<file path="src/hw/rtl/ssrq_pkg.sv">
// ssrq_pkg: shared constants and types for the sorted store rank query block.
// Used by ssrq_front, ssrq_back and sorted_store_rank_query. No dependencies.
`default_nettype none

package ssrq_pkg;

    localparam int CAPACITY = 1024;
    localparam int ADDR_W   = $clog2(CAPACITY);
    localparam int COUNT_W  = $clog2(CAPACITY + 1);
    localparam int KEY_W    = 32;
    localparam int QDEPTH   = 2;
    localparam int QPTR_W   = $clog2(QDEPTH);
    localparam int QCNT_W   = $clog2(QDEPTH + 1);

    localparam logic [KEY_W-1:0] SIGN_BIAS = 32'h8000_0000;

    typedef enum logic [0:0] {
        REQ_LOAD  = 1'b0,
        REQ_QUERY = 1'b1
    } req_t;

    // queued beat: request kind and order-preserving unsigned key
    typedef struct packed {
        req_t             kind;
        logic [KEY_W-1:0] key;
    } sq_item_t;

    typedef enum logic [2:0] {
        ST_IDLE,
        ST_PROBE,
        ST_CMP,
        ST_SHIFT,
        ST_DRAIN,
        ST_PLACE,
        ST_DONE
    } back_state_t;

endpackage

`default_nettype wire

</file>
<file path="src/hw/rtl/ssrq_front.sv">
// ssrq_front: input acceptance, key mapping and a two-entry queue.
// Depends on ssrq_pkg.
`default_nettype none

module ssrq_front (
    input  wire logic                          clk,
    input  wire logic                          rst_n,
    input  wire logic                          in_valid,
    output logic                               in_stall,
    input  wire logic                          req_type,
    input  wire logic signed [ssrq_pkg::KEY_W-1:0] value,
    output logic                               q_valid,
    output ssrq_pkg::sq_item_t                 q_item,
    input  wire logic                          q_pop
);
    import ssrq_pkg::*;

    sq_item_t            entry_reg [QDEPTH];
    logic [QPTR_W-1:0]   wr_ptr_reg;
    logic [QPTR_W-1:0]   rd_ptr_reg;
    logic [QCNT_W-1:0]   cnt_reg;
    logic [QCNT_W-1:0]   cnt_next;
    logic                push;
    logic                pop;
    sq_item_t            new_item;

    assign in_stall = (cnt_reg == QCNT_W'(QDEPTH));
    assign push     = in_valid && !in_stall;
    assign q_valid  = (cnt_reg != '0);
    assign pop      = q_pop && q_valid;
    assign q_item   = entry_reg[rd_ptr_reg];

    always_comb
    begin
        new_item.kind = req_t'(req_type);
        new_item.key  = unsigned'(value) ^ SIGN_BIAS;
        cnt_next = cnt_reg;
        if (push && !pop)
        begin
            cnt_next = cnt_reg + QCNT_W'(1);
        end
        else if (pop && !push)
        begin
            cnt_next = cnt_reg - QCNT_W'(1);
        end
    end

    always_ff @(posedge clk or negedge rst_n)
    begin
        if (!rst_n)
        begin
            wr_ptr_reg <= '0;
            rd_ptr_reg <= '0;
            cnt_reg    <= '0;
        end
        else
        begin
            cnt_reg <= cnt_next;
            if (push)
            begin
                wr_ptr_reg <= wr_ptr_reg + QPTR_W'(1);
            end
            if (pop)
            begin
                rd_ptr_reg <= rd_ptr_reg + QPTR_W'(1);
            end
        end
    end

    always_ff @(posedge clk)
    begin
        if (push)
        begin
            entry_reg[wr_ptr_reg] <= new_item;
        end
    end

endmodule

`default_nettype wire

</file>
<file path="config.mk">
export PLATFORM = sky130hd
export DESIGN_NAME = ssrq_front
export DESIGN_NICKNAME = d
export VERILOG_FILES = /design/src/hw/rtl/ssrq_pkg.sv /design/src/hw/rtl/ssrq_front.sv
export SDC_FILE = /design/constraint.sdc
export NUM_CORES = 1
export LEC_CHECK = 0
export BUFFER_PORTS_ARGS = -buffer_cell sky130_fd_sc_hd__buf_2
export CORE_MARGIN = 3
export CORE_UTILIZATION = 54
export CTS_BUF_LIST = sky130_fd_sc_hd__clkbuf_8
export CTS_CLUSTER_DIAMETER = 150
export DETAILED_ROUTE_END_ITERATION = 8
export PLACE_DENSITY = 0.82
export SYNTH_ARGS = -nofsm -noshare
export SYNTH_HDL_FRONTEND = slang
export SYNTH_SLANG_ARGS = --single-unit
</file>
<file path="constraint.sdc">
create_clock -name clk -period 3.3 [get_ports clk]
set_input_delay 0.33 -clock clk [delete_from_list [all_inputs] [get_ports clk]]
set_output_delay 0.33 -clock clk [all_outputs]
set_load 0.05 [all_outputs]
</file>
==> metrics.txt <==
# TYPE chip_impl_metric gauge
chip_impl_metric{name="die_h",unit="µm"} 77.2
chip_impl_metric{name="critPathMaxFanout",unit=""} 34
chip_impl_metric{name="ys_types",unit=""} 16
chip_impl_metric{name="fmax",unit="MHz"} 429
chip_impl_info{name="hp-start",value="value[17]"} 1
chip_impl_metric{name="arrival",unit="ps"} 2000
chip_impl_metric{name="critical_path_required",unit="ps"} 2970
chip_impl_info{name="cp_top_family",value="flip-flops"} 1
chip_impl_metric{name="yosys.area_share.xor_xnor",unit="%"} 1.60
chip_impl_metric{name="h_tree_lvls",unit=""} 3
chip_impl_metric{name="post_cts.resized_instances",unit=""} 0
chip_impl_metric{name="vias_per_cell",unit=""} 4.89
chip_impl_metric{name="num_vias",unit=""} 1344
chip_impl_metric{name="avgRoutedWirePerCell",unit="µm"} 15.9
chip_impl_metric{name="placedInstanceArea",unit="µm²"} 3120
chip_impl_metric{name="synth-seq-area-share",unit="%"} 76.1
chip_impl_info{name="status",value="completed"} 1
chip_impl_metric{name="netlist_instances",unit=""} 123
chip_impl_metric{name="die-area",unit="µm²"} 5960
chip_impl_metric{name="syn-cell-area",unit="µm²"} 2740
chip_impl_metric{name="numCtsBuffers",unit=""} 9
chip_impl_metric{name="clock_insertion_delay_worst_skew",unit="ps"} 320
chip_impl_metric{name="antenna-diode-count",unit=""} 0
chip_impl_metric{name="coreArea",unit="µm²"} 4820
chip_impl_metric{name="area.growth.synth_to_final",unit="%"} 21.3
chip_impl_metric{name="clock_tree.buffer_depth",unit=""} 2
chip_impl_metric{name="leakage",unit="nW"} 1.36
chip_impl_metric{name="yosys_warn_count",unit=""} 0
chip_impl_metric{name="place.port_buffers",unit=""} 71
chip_impl_metric{name="setup_slack",unit="ps"} 969
chip_impl_metric{name="stdcell_area",unit="µm²"} 3320
chip_impl_metric{name="post_synth_fa_ha_maj_area_fraction",unit="%"} 0.457
chip_impl_metric{name="cts.sinks",unit=""} 70
chip_impl_metric{name="track_usage",unit="%"} 15.6
chip_impl_metric{name="share_of_layout_cells_above_drive_strength_1",unit="%"} 59.1
chip_impl_metric{name="io-pin-count",unit=""} 72
chip_impl_metric{name="die_width",unit="µm"} 77.2
chip_impl_info{name="netlist.top_cell.by_area",value="sky130_fd_sc_hd__edfxtp_1"} 1
chip_impl_metric{name="grt.met2_usage",unit="%"} 28.0
chip_impl_info{name="worst_r2r_endpoint",value="entry_reg[0][1]$_DFFE_PP_"} 1
chip_impl_metric{name="max_cap_violations",unit=""} 0
chip_impl_metric{name="drt_iter0_drc",unit=""} 84
chip_impl_metric{name="cpPeakStageDelay",unit="ps"} 1040
chip_impl_metric{name="tns",unit="ps"} 0
chip_impl_metric{name="reg2regPathDepth",unit=""} 3
chip_impl_info{name="worst_flop_to_flop_path_startpoint",value="cnt_reg[0]$_DFFE_PN0P_"} 1
chip_impl_metric{name="largest_register_ffs",unit=""} 66
chip_impl_info{name="largest_family_of_logic_cells_by_synthesized_area",value="multiplexers"} 1
chip_impl_info{name="grt_setup_unrepaired",value="no"} 1
chip_impl_metric{name="timing.reg2reg.setup_slack",unit="ps"} 1430
chip_impl_metric{name="cts.clk_slew.worst_paths",unit="ps"} 70
chip_impl_metric{name="grt_pass1_vias",unit=""} 1444
chip_impl_metric{name="critPathBufInv",unit=""} 1
chip_impl_info{name="worstPathCellList",value="mux2_2 > buf_2"} 1
chip_impl_metric{name="starting_density_of_the_core",unit="%"} 56.8
chip_impl_info{name="cts.root.buffer_cell",value="sky130_fd_sc_hd__clkbuf_8"} 1
chip_impl_metric{name="antenna_found_initial",unit=""} 0
chip_impl_metric{name="period_share",unit="%"} 70.6
chip_impl_metric{name="powerDensity",unit="nW/µm²"} 1050
chip_impl_metric{name="grt_util_met1",unit="%"} 16.8
chip_impl_metric{name="yosys-mux-area-fraction",unit="%"} 17.6
chip_impl_info{name="tritoncts",value="built"} 1
chip_impl_info{name="worst_setup_path_start_kind",value="flip-flop"} 1
chip_impl_info{name="min_to",value="entry_reg[1][17]$_DFFE_PP_"} 1
chip_impl_metric{name="number_of_core_rows",unit=""} 25
chip_impl_metric{name="design.final.nets",unit=""} 241
chip_impl_metric{name="finalHoldViolations",unit=""} 0
chip_impl_metric{name="drt_wl_total",unit="mm"} 4.37
chip_impl_metric{name="grt_max_degree",unit=""} 35
chip_impl_metric{name="synth_fp_nets",unit=""} 161
chip_impl_metric{name="detail_placement_hpwl",unit="mm"} 2.98
chip_impl_metric{name="drt-pass1-iter-count",unit=""} 4
chip_impl_metric{name="peakVddDrop",unit="µV"} 996
chip_impl_metric{name="setup-violations-final",unit=""} 0
chip_impl_info{name="hold_class",value="primary input to flip-flop"} 1
chip_impl_metric{name="slew_violations",unit=""} 0
chip_impl_metric{name="antenna_violating_nets_post_route",unit=""} 0
chip_impl_metric{name="worstHoldPathCells",unit=""} 1
chip_impl_metric{name="globalplace.congestion",unit=""} 0.694
chip_impl_metric{name="post_synth_and_or_nand_nor_area_fraction",unit="%"} 1.33
chip_impl_metric{name="post-synth-top-area-fraction",unit="%"} 72.4
chip_impl_metric{name="synth_compound_gate_area_share",unit="%"} 0
chip_impl_metric{name="grt_pass1_wl",unit="mm"} 7.05
chip_impl_metric{name="clock_skew",unit="ps"} 6.05
chip_impl_metric{name="synth.avg_cell_area",unit="µm²"} 22.3
chip_impl_info{name="critPathCaptureType",value="output port"} 1
chip_impl_metric{name="worst_slew_margin_relative_to_its_limit",unit="%"} 32.2
chip_impl_info{name="critPathLaunch",value="rd_ptr_reg$_DFFE_PN0P_"} 1
chip_impl_info{name="timing_worst_setup_path_type",value="flip-flop to output port"} 1
chip_impl_metric{name="grt_remaining_overflow",unit=""} 0
chip_impl_metric{name="synth-seq-cells",unit=""} 70
chip_impl_metric{name="final.min_clock_period",unit="ps"} 2330
chip_impl_metric{name="globalRouteMet3Util",unit="%"} 4.46
chip_impl_metric{name="tightest_slew",unit="ps"} 1020
chip_impl_metric{name="route.detailed.drc",unit=""} 0
chip_impl_metric{name="placement.setup.worst_slack",unit="ps"} 1290
chip_impl_info{name="grt_most_used_layer",value="met2"} 1
chip_impl_info{name="ys_top_cells_by_area",value="sky130_fd_sc_hd__edfxtp_1 (72%), sky130_fd_sc_hd__mux2_4 (16%), sky130_fd_sc_hd__dfrtp_1 (3.7%), sky130_fd_sc_hd__buf_12 (2.2%), sky130_fd_sc_hd__mux2_2 (1.6%)"} 1
chip_impl_info{name="cp_slowest_cell",value="sky130_fd_sc_hd__dfrtp_2"} 1
## area by class of cell
cell class	count	area, µm²
timing repair buffer	73	373
clock buffer	9	124
inverter	3	11.3
tap	67	83.8
fill	336	1500
clock inverter	7	65.1
multi-input combinational	46	581
sequential	70	2080
## cells by family after synthesis
logic type	Yosys count
muxes	33
and+or+nand+nor	7
buffers and inverters	7
DFF	70
xor gates and xnor gates	5
adders and majority gates	1
## layout by cell type, fill, tap and decap left out, drive strengths merged, types with 2 or more instances in the layout
| cell | instances |
|---|---|
| buf | 72 |
| edfxtp | 66 |
| mux2 | 33 |
| clkbuf | 9 |
| clkinv | 5 |
| dfrtp | 4 |
| inv | 3 |
| xnor2 | 3 |
| xor2 | 2 |
| nand2 | 2 |
| nor2 | 2 |
## synthesized netlist by cell type
library cell	instances
sky130_fd_sc_hd__mux2_4	29
sky130_fd_sc_hd__and3_1	1
sky130_fd_sc_hd__or2_1	1
sky130_fd_sc_hd__buf_6	1
sky130_fd_sc_hd__ha_1	1
sky130_fd_sc_hd__nand2b_1	1
sky130_fd_sc_hd__xnor2_1	3
sky130_fd_sc_hd__xor2_1	2
sky130_fd_sc_hd__mux2_2	4
sky130_fd_sc_hd__nand2_1	1
sky130_fd_sc_hd__nor2_1	2
sky130_fd_sc_hd__buf_12	3
sky130_fd_sc_hd__inv_1	3
sky130_fd_sc_hd__nand2_2	1
sky130_fd_sc_hd__dfrtp_1	4
sky130_fd_sc_hd__edfxtp_1	66
## per-stage QoR
| stage | utilization [%] | power [mW] | cells | hold slack (ps) |
|---|---|---|---|---|
| after CTS | 68.9 | 3.53 | 275 | 177 |
| final | 68.9 | 3.50 | 275 | 192 |
| after floorplan | - | 2.67 | 123 | 34.4 |
| after global routing | 68.9 | 3.65 | 275 | 170 |
| after detailed placement | 64.8 | 2.89 | 258 | 145 |
| after global placement | 64.8 | 2.85 | 258 | 136 |
## power by group
part           internal (mW)  switching, mW  leakage, nW
combinational          0.498          0.967        0.607
sequential              1.22          0.173        0.659
clock                  0.343          0.297       0.0964
total                   2.06           1.44         1.36
## repair_timing
action | CTS | global route
endpoints found under the hold margin | 4 | 0
hold buffers | 1 | 0
setup buffers | 0 | 0
## worst reg2reg max path, delay by kind of cell (launching register included)
| kind | cells | cell delay, ps |
|---|---|---|
| and+or+nand+nor | 3 | 1080 |
| DFF | 1 | 420 |
## worst max path at each step
stage,end,slack (ps),cells after the start
floorplan,entry_reg[0][0]$_DFFE_PP_,860,3
global placement,q_item[11],1330,2
detailed placement,q_item[12],1290,2
CTS,q_item[12],940,2
global route,q_item[12],850,2
finish,q_item[12],970,2
## layer usage
metal,up-vias,share of wire [%],wire length (µm)
met3,8,4.9,214
met5,-,0,0
met4,0,2.0,86
met1,658,38,1670
li1,636,-,-
met2,42,55,2400
Power figures use the tool's default switching activity.
